--- src/sv/rmst_pkg.sv ---
// rmst_pkg: shared types and constants for the range maximum segment tree unit
// no dependencies; compiled before every other file of the block

package rmst_pkg;

   localparam int POS_W          = 10;
   localparam int DATA_W         = 32;
   localparam int DEFAULT_LEAVES = 1024;

   typedef enum logic [0:0] {
      REQ_SET   = 1'b0,
      REQ_QUERY = 1'b1
   } rmst_req_kind_type;

   typedef enum logic [2:0] {
      ST_CLEAR,
      ST_IDLE,
      ST_UPD_LEAF,
      ST_UPD_MERGE,
      ST_QRY_WALK,
      ST_QRY_DRAIN,
      ST_QRY_DONE
   } rmst_state_type;

   // controller to datapath
   typedef struct packed {
      logic clear_write;
      logic upd_start;
      logic leaf_write;
      logic merge;
      logic qry_start;
      logic walk;
      logic rsp_load;
   } rmst_cmd_type;

   // datapath to controller
   typedef struct packed {
      logic clear_last;
      logic req_query;
      logic req_in_range;
      logic at_root;
      logic lo_le_hi;
      logic rsp_free;
   } rmst_status_type;

endpackage

--- src/sv/rmst_ctrl.sv ---
// rmst_ctrl: sequencer of the segment tree unit (clear pass, update walk, query walk)
// depends on rmst_pkg; drives rmst_dpath through rmst_cmd_type

module rmst_ctrl (
   input  logic                     clock,
   input  logic                     reset,
   input  logic                     req_valid,
   output logic                     req_ready,
   input  rmst_pkg::rmst_status_type status,
   output rmst_pkg::rmst_cmd_type    cmd
);
   import rmst_pkg::*;

   rmst_state_type state_ff, state_in;

   always_ff @(posedge clock) begin
      if (reset) begin
         state_ff <= ST_CLEAR;
      end else begin
         state_ff <= state_in;
      end
   end

   always_comb begin
      state_in  = state_ff;
      cmd       = '0;
      req_ready = 1'b0;
      unique case (state_ff)
         ST_CLEAR: begin
            cmd.clear_write = 1'b1;
            if (status.clear_last) begin
               state_in = ST_IDLE;
            end
         end
         ST_IDLE: begin
            req_ready = 1'b1;
            if (req_valid) begin
               if (status.req_query) begin
                  cmd.qry_start = 1'b1;
                  state_in      = ST_QRY_WALK;
               end else if (status.req_in_range) begin
                  cmd.upd_start = 1'b1;
                  state_in      = ST_UPD_LEAF;
               end
            end
         end
         ST_UPD_LEAF: begin
            cmd.leaf_write = 1'b1;
            state_in       = ST_UPD_MERGE;
         end
         ST_UPD_MERGE: begin
            cmd.merge = 1'b1;
            if (status.at_root) begin
               state_in = ST_IDLE;
            end
         end
         ST_QRY_WALK: begin
            cmd.walk = 1'b1;
            if (!status.lo_le_hi) begin
               state_in = ST_QRY_DRAIN;
            end
         end
         ST_QRY_DRAIN: begin
            state_in = ST_QRY_DONE;
         end
         ST_QRY_DONE: begin
            if (status.rsp_free) begin
               cmd.rsp_load = 1'b1;
               state_in     = ST_IDLE;
            end
         end
         default: begin
            state_in = ST_IDLE;
         end
      endcase
   end

endmodule

--- config.mk ---
export PLATFORM = sky130hd
export DESIGN_NAME = rmst_ctrl
export DESIGN_NICKNAME = d
export VERILOG_FILES = /design/src/sv/rmst_pkg.sv /design/src/sv/rmst_ctrl.sv
export SDC_FILE = /design/constraint.sdc
export NUM_CORES = 1
export LEC_CHECK = 0
export BUFFER_PORTS_ARGS = -buffer_cell sky130_fd_sc_hd__buf_2
export CELL_PAD_IN_SITES_DETAIL_PLACEMENT = 0
export CELL_PAD_IN_SITES_GLOBAL_PLACEMENT = 1
export CORE_AREA = 2 2 39 41
export CTS_CLUSTER_DIAMETER = 100
export DETAILED_ROUTE_END_ITERATION = 12
export DIE_AREA = 0 0 41 43
export PLACE_DENSITY_LB_ADDON = 0.1
export SLEW_MARGIN = 20
export SYNTH_ARGS = -nofsm -noshare
export SYNTH_HDL_FRONTEND = slang
export SYNTH_SLANG_ARGS = --single-unit
--- constraint.sdc ---
create_clock -name clock -period 1 [get_ports clock]
set_input_delay 0.1 -clock clock [delete_from_list [all_inputs] [get_ports clock]]
set_output_delay 0.1 -clock clock [all_outputs]
set_load 0.005 [all_outputs]
==> run summary, run 1 <==
The logs give 20.9% for the part of the Yosys area used for sequential elements and 0 for the number of pins with negative max-slew slack in the final report. The type of the worst min-delay path is in -> reg. The number of nets handed over by synthesis was 44. The post-route standard cell area excluding fillers was 568 sq um. After detailed routing, the number of vias per cell comes to 4.67. The fraction of final layout cells sized beyond drive strength 1 came out at 78.5%. The global-route usage over all layers is 13.6%, and the total wire length after detailed routing is 1080 um. The tools report the combinational share of power as 46.6%. The number of antenna-violating nets in the routed design came out at 0. For this run, the detailed router's first-pass iteration total came to 3. The cell count after synthesis came out at 35. In the final layout, the multi-input gates occupy 255 sq um.

The y dimension of the die works out to 43 um. The commonest cells after synthesis are dfxtp_1, inv_1, nand2_1, nor2_1, nor3b_1. The logs give 17 for the number of placed I/O pins and -0.217 ns for the minimum setup slack in the final design. Row generation in the floorplan step produced 14 rows. In this run the power spent charging and discharging nets is 265 uW. Max capacitance violation total: 0.

The flow ran to the end, but the final reports show violations. The clock period minus final worst setup slack is 1.22 ns, and the worst voltage drop across the vdd grid is 0.523 mV. The logs give 2 for the maximum number of buffers from clock root to sink and 75 for the layout net count. The initial antenna violation count was 0; the cell-internal power was 497 uW.

The number of remaining DRC errors was 0. The average footprint of a synthesized cell works out to 8.22 sq um. The placed instance area is 419 sq um, and the total die area is 0.00176 sq mm. The register bit count reported by yosys was 3; the largest fanout of any net on the critical path was 5. The number of levels in the clock H-tree was 1; the number of placed cells counting well taps was 71. The tools report the number of hold buffers added after cts as 0. The tools report the met2 track demand over resource in global routing as 20.9%.

Input and output buffers added on the ports amount to 16. On the final layout, the worst clock skew is 0.00826 ns. The clock share of power came out at 31.5%. After synthesis, the cell types taking the most area are dfxtp_1, nor3b_1, a211oi_2. The count of non-filler cells in the finished layout was 81. Critical path data required time: 0.90 ns. The data arrival time of the worst path was 1.12 ns. Entering global routing, the biggest net connects 8 pins. The area added between synthesis and finish is 97.4%. More flip-flops sit in one register than any other, and that register is state_ff. Setup violations remaining at the end of the flow were counted as 11. For this run, global-route usage on met1 was measured as 14.4%.

After the first detailed-routing iteration, the DRC count stood at 2. The worst slew margin relative to its limit is 81.9%. The checks that failed: negative setup slack. After layout, the design draws a total of 762 uW.

Setup slack on the worst reg-to-reg path comes out at -0.05 ns. The number of flip-flops in the largest register came out at 3. Most utilized layer in the global route result: met2.

The worst hold path terminates at state_ff[1]. The area occupied by registers came out at 71.3 sq um. The met3 global-route usage is 4.71%, and the power per unit of standard cell area is 1340 mW/mm^2. The logs give 0 for the warning count from the yosys run and 0 for the number of endpoints with negative hold slack in the final report. The commonest register cell after synthesis is dfxtp_1. The area share of the largest cell type after synthesis was 20.9%. The tools report the nature of the critical path endpoint as an output pin. The run gives 0 as the residual overflow from global routing.

In this run switching power makes up 34.7% of total power. After clock tree synthesis, the clock-pin slew on the worst setup and hold paths is 0.05 ns. The number of enable flip-flop cells after synthesis was 0; the area of the mapped netlist was 288 sq um. The number of clock buffers added by TritonCTS is 3. The share of the cycle needed by the critical path after routing was 122%.

Routability-driven placement finished with a final weighted congestion of 0.703. The async set-or-reset flop fraction in the synthesized netlist is 0%. Critical path startpoint category: a register. Leakage power: 0.000271 uW.

After legalization and detailed placement, the total HPWL measured 658 um. Worst flop-to-flop path startpoint: state_ff[0]. The root buffer cell is clkbuf_4. In the final layout, the registers with the most flip-flops are state_ff (3). In the final routed layout, each cell accounts on average for 13.3 um. The logs give 21.9% for the part of the total power dissipated in sequential elements and 20.8% for the starting density of the core. The first-pass GRT wire length was 1570 um. The end-of-flow core utilization was 41.0%. The start point of the worst hold path was reset. In this run the critical register-to-register path is captured at state_ff[1]. TritonCTS built the clock tree. The run gives 371 as the number of global-route vias before repair.

Adding up every negative setup slack in the final design gives -1.39 ns. For the number of inserted filler cells in the final layout, the log shows 158. The run gives 0 as the number of inserted diodes. Setup repair after global routing could not meet its margin everywhere. For the worst-skew pair, the clock arrives at the later sink with an insertion delay of 0.25 ns. The worst reg2reg path depth works out to 3.

Count of clock tree sinks: 3. Cell depth of the worst hold path: 2. Timing would allow up to 822 MHz. After synthesis, the netlist uses 25 different library cells. The die boundary width is 41 um, and the area of the core is 0.00138 sq mm. For this block, the via count after detailed routing is 378. The synthesized design spends more area on one cell type than any other, namely dfxtp_1. The pin slew with the least headroom to its limit works out to 0.271 ns.

The worst setup path is of the reg -> out kind.
[cell usage in the layout (no fill, tap or decap), types with 2 or more instances in the layout]
cell,synthesis,final
buf_2,0,15
buf_4,1,10
buf_6,1,3
clkbuf_4,0,3
dfxtp_4,0,3
inv_1,3,3
nand2_2,0,2
nor2_1,3,2
nor3b_2,1,2
o21ai_2,1,2
[how the worst max path moves through the flow]
| stage | from | end | slack (ns) | depth (start not counted) |
|---|---|---|---|---|
| floorplan | state_ff[1] | state_ff[0] | 0.02 | 4 |
| CTS | state_ff[1] | cmd[5] | -0.21 | 3 |
| global route | state_ff[0] | cmd[5] | -0.29 | 3 |
| global placement | state_ff[1] | state_ff[0] | -0.13 | 4 |
| finish | state_ff[0] | cmd[5] | -0.22 | 3 |
| detailed placement | state_ff[1] | state_ff[0] | -0.11 | 4 |
[critical path: stages, from the launching register on]
cell and delay (ns):
dfxtp_4 0.37, nor3b_4 0.20, and4_1 0.19, buf_2 0.11
[cell families after synthesis]
family,count (synthesis),synth area share [%]
compound gates,9,27.4
buf+inv,5,10.4
flops,3,20.9
simple gates,18,41.3
[metrics by stage]
stage / hold WS, ns / worst slack [ns]
2_1_floorplan: 0.172 / 0.0183
3_3_place_gp: 0.288 / -0.134
3_5_place_dp: 0.299 / -0.114
4_1_cts: 0.0345 / -0.207
5_1_grt: 0.0379 / -0.292
6_report: 0.0349 / -0.217
[area by class of cell]
| class | instances | share of cell area [%] |
|---|---|---|
| clock buffer | 4 | 4.63 |
| inverter | 3 | 1.98 |
| timing repair buffer | 28 | 32.4 |
| tap | 16 | 3.52 |
| multi-input combinational | 27 | 44.9 |
| sequential | 3 | 12.6 |
[routing by layer]
layer,share of wire [%],vias to the layer above
met2,53,12
met3,5.8,3
met1,39,176
met5,0,-
li1,-,187
met4,1.9,0
[power groups by stage]
stage,combinational (uW),sequential (uW),clock (uW)
2_1_floorplan,144,153,0
3_3_place_gp,233,167,0
3_5_place_dp,233,166,0
4_1_cts,289,167,236
5_1_grt,383,169,250
6_report,355,167,240
[timing repair]
item	in CTS	in global routing
gates resized for setup	13	8
gates cloned	0	0
buffers inserted	3	3
pin swaps	5	7
endpoints found under the setup margin	11	11
(Power assumes the default switching activity.)
==> run 2: changes to the inputs <==
--- a/config.mk
+++ b/config.mk
@@ -12,7 +12,9 @@
 export CTS_CLUSTER_DIAMETER = 100
 export DETAILED_ROUTE_END_ITERATION = 12
 export DIE_AREA = 0 0 41 43
+export GPL_TIMING_DRIVEN = 0
 export PLACE_DENSITY_LB_ADDON = 0.1
+export RECOVER_POWER = 100
 export SLEW_MARGIN = 20
 export SYNTH_ARGS = -nofsm -noshare
 export SYNTH_HDL_FRONTEND = slang
==> run 2 against run 1 <==
  * The flow still finishes with violations (negative setup slack)
  * Sequential share of layout area decreased by 1.1 points
  * Clock power decreased by 9.2%
  * Sequential power decreased by 4%
  * Non-clock buffer count increased by 1
  * Total power decreased by 1.0%
  * Via count decreased by 0.26%
  * Cell area increased by 3.7%
  * Sequential cell count unchanged
  * Critical path depth increased by 1
  * Combinational power increased by 6.2%
  * First-iteration DRC count unchanged
  * Largest power group unchanged
==> run summary, run 2 (synthesis results as in run 1) <==
The cell at the slowest stage of the critical path is dfxtp_1 (was dfxtp_4). The leakage power is 0.000276 uW (was 0.000271 uW). The number of clock buffers inserted by TritonCTS is 3 (unchanged).

The tools report the number of remaining DRC errors as 0 (unchanged). The data arrival time of the worst path came out at 1.12 ns (about the same). The register with the most flip-flops is state_ff (unchanged). The end-of-flow core utilization came out at 42.6% (was 41.0%). Setup repair after global routing could not meet its margin everywhere. The power per unit of standard cell area works out to 1280 mW/mm^2 (was 1340 mW/mm^2). The reg-to-reg critical path endpoint is state_ff[1] (unchanged). The max capacitance violation total was 0 (unchanged).

The number of hold buffers added after cts is 0 (unchanged), and the number of placed I/O pins is 17 (unchanged). The area added between synthesis and finish is 105% (was 97.4%). The port buffer count is 16 (unchanged). The final weighted congestion in routability-driven placement is 0.704 (was 0.703), and the starting density of the core is 20.8% (unchanged). For the worst clock skew, the log shows 0.00493 ns (was 0.00826 ns). The ratio of routed vias to standard cells works out to 4.60 (was 4.67).

The largest fanout of any net on the critical path was 6 (was 5). Category of the critical setup timing path: reg -> out (unchanged). The critical path data required time is 0.90 ns (about the same). The maximum number of pins on one net before global-route repair was 10 (was 8). Failing checks: negative setup slack (unchanged). The tools report the total wire length after detailed routing as 1030 um (was 1080 um). Commonest cells after routing, fill and taps aside: buf_2, buf_4, buf_6 (was buf_2, buf_4). The clock-pin slew on the worst setup and hold paths came out at 0.04 ns (was 0.05 ns). The die boundary width is 41 um (unchanged). The clock period minus final worst setup slack came out at 1.22 ns (about the same). The tools report the number of inserted filler cells in the final layout as 151 (was 158). The tools report the number of pins with negative max-slew slack in the final report as 0 (unchanged). The number of iterations in the first detailed-routing pass is 3 (unchanged).

Cells traversed along the worst timing path: buf_6 > nor3b_4 > and4_1 > buf_2 (was nor3b_4 > and4_1 > buf_2). The routed via count was 377 (was 378). The number of flip-flops in the largest register was 3 (unchanged); the first-pass GRT wire length was 1390 um (was 1570 um). The number of levels in the clock H-tree is 1 (unchanged), and the cell depth of the worst hold path is 2 (unchanged). The type of the worst min-delay path was in -> reg (unchanged). The tools report the total die area as 0.00176 sq mm (unchanged). For the number of placement rows, the log shows 14 (unchanged). The tools report the initial antenna violation count as 0 (unchanged).

The biggest cell delay along the critical path was 0.29 ns (was 0.37 ns). The maximum number of buffers from clock root to sink was 2 (unchanged); the number of global-route vias before repair was 307 (was 371). The violation count after the first detailed-route iteration was 2 (unchanged).

The logs give 11.5% (was 13.6%) for the global-route usage over all layers and 654 um (was 658 um) for the HPWL reported at the end of detailed placement. For the layout net count, the log shows 76 (was 75). Hold path endpoint: state_ff[1] (unchanged).

The uppermost metal layer occupied by signal nets is met4 (unchanged). The tools report the count of clock tree sinks as 3 (unchanged). The worst slew margin relative to its limit is 76.9% (was 81.9%). Number of placed cells counting well taps: 67 (was 71).

The wire length per cell after detailed routing is 12.5 um (was 13.3 um), and the area occupied by registers is 67.6 sq um (was 71.3 sq um). For the count of non-filler cells in the finished layout, the log shows 82 (was 81). The start point of the worst hold path is reset (unchanged). The flow ran to the end, but the final reports show violations.

TritonCTS built the clock tree. For the clock network latency to the later pin of the worst-skew pair, the log shows 0.24 ns (was 0.25 ns). The tools report the nature of the critical path endpoint as an output pin (unchanged). Largest registers: state_ff (3) (unchanged).

The logs give 817 MHz (was 822 MHz) for the maximum clock rate and 0 (unchanged) for the number of endpoints with negative hold slack in the final report. The most frequent standard cell in the layout excluding fill and tap cells is buf_2 (unchanged). The y dimension of the die works out to 43 um (unchanged).

The tools report the critical path startpoint category as a register (unchanged). For the minimum setup slack in the final design, the log shows -0.225 ns (was -0.217 ns). The fraction of final layout cells sized beyond drive strength 1 came out at 75.8% (was 78.5%). Share of the cycle needed by the critical path after routing: 122% (about the same).

The number of antenna-violating nets in the routed design was 0 (unchanged). The area of the multi-input gates was 265 sq um (was 255 sq um); the total setup violations reported at the end of the flow was 11 (unchanged). The pin slew with the least headroom to its limit was 0.344 ns (was 0.271 ns).

Detailed-route wire length on metal 1: 406 um (was 418 um). The residual overflow from global routing was 0 (unchanged). The area of the core was 0.00138 sq mm (unchanged); the worst voltage drop across the vdd grid was 0.443 mV (was 0.523 mV).

Number of inserted diodes: 0 (unchanged). Worst reg2reg path depth: 4 (was 3). The tools report the routed length on met3 as 42 um (was 63 um). The root buffer cell is clkbuf_4 (unchanged).

The tools report the worst flop-to-flop path startpoint as state_ff[1] (was state_ff[0]). The run gives 561 um (was 576 um) as the detailed-routed wire length on met2. The minimum setup slack among reg-to-reg paths came out at -0.16 ns (was -0.05 ns).
run 2: cell type report:
class / instances / share of cell area (%)
plain buffers: 2 / 3.82
clock buffers: 4 / 4.46
flip-flops and latches: 3 / 11.5
multi-input cells: 27 / 45.0
well taps: 16 / 3.40
repair buffers: 27 / 29.9
inverters: 3 / 1.91
run 2: power breakdown:
| part | switching, uW | internal, uW | total (uW) |
|---|---|---|---|
| combinational | 158 | 219 | 377 |
| clock | 67.9 | 150 | 218 |
| sequential | 21.6 | 138 | 160 |
| total | 247 | 507 | 754 |
run 2: how the worst max path moves through the flow:
| stage | to | from | slack (ns) |
|---|---|---|---|
| floorplan | state_ff[0] | state_ff[1] | 0.02 |
| global placement | state_ff[0] | state_ff[1] | -0.11 |
| detailed placement | cmd[5] | state_ff[0] | -0.15 |
| CTS | cmd[5] | state_ff[2] | -0.23 |
| global route | cmd[5] | state_ff[2] | -0.27 |
| finish | cmd[5] | state_ff[2] | -0.22 |
run 2: timing repair:
item                                   in CTS  in global routing
setup endpoints to repair                  11                 11
buffers inserted                            5                  6
resized for setup                          14                  6
endpoints found under the hold margin       0                  0
pin swaps                                   7                  6
run 2: metal layers:
layer / GRT usage [%] / vias up
li1: - / 189
met1: 16.2 / 175
met2: 16.3 / 11
met3: 0 / 2
met4: 8.00 / 0
met5: 0 / -
run 2: metrics by stage:
stage | cell area, sq um | worst slack (ns) | power (uW) | TNS (ns) | hold WS (ns)
2_1_floorplan | 293 | 0.0183 | 297 | 0 | 0.172
3_3_place_gp | 393 | -0.111 | 366 | -0.487 | 0.289
3_5_place_dp | 393 | -0.147 | 373 | -0.654 | 0.288
4_1_cts | 515 | -0.234 | 675 | -1.35 | 0.0294
5_1_grt | 589 | -0.268 | 787 | -2.00 | 0.0571
6_report | 589 | -0.225 | 754 | -1.64 | 0.0401
run 2: critical path: cells and delay by family (launching register included):
kind | cells | cell delay (ns)
buffers and inverters | 2 | 0.24
DFF | 1 | 0.29
and+or+nand+nor | 2 | 0.36
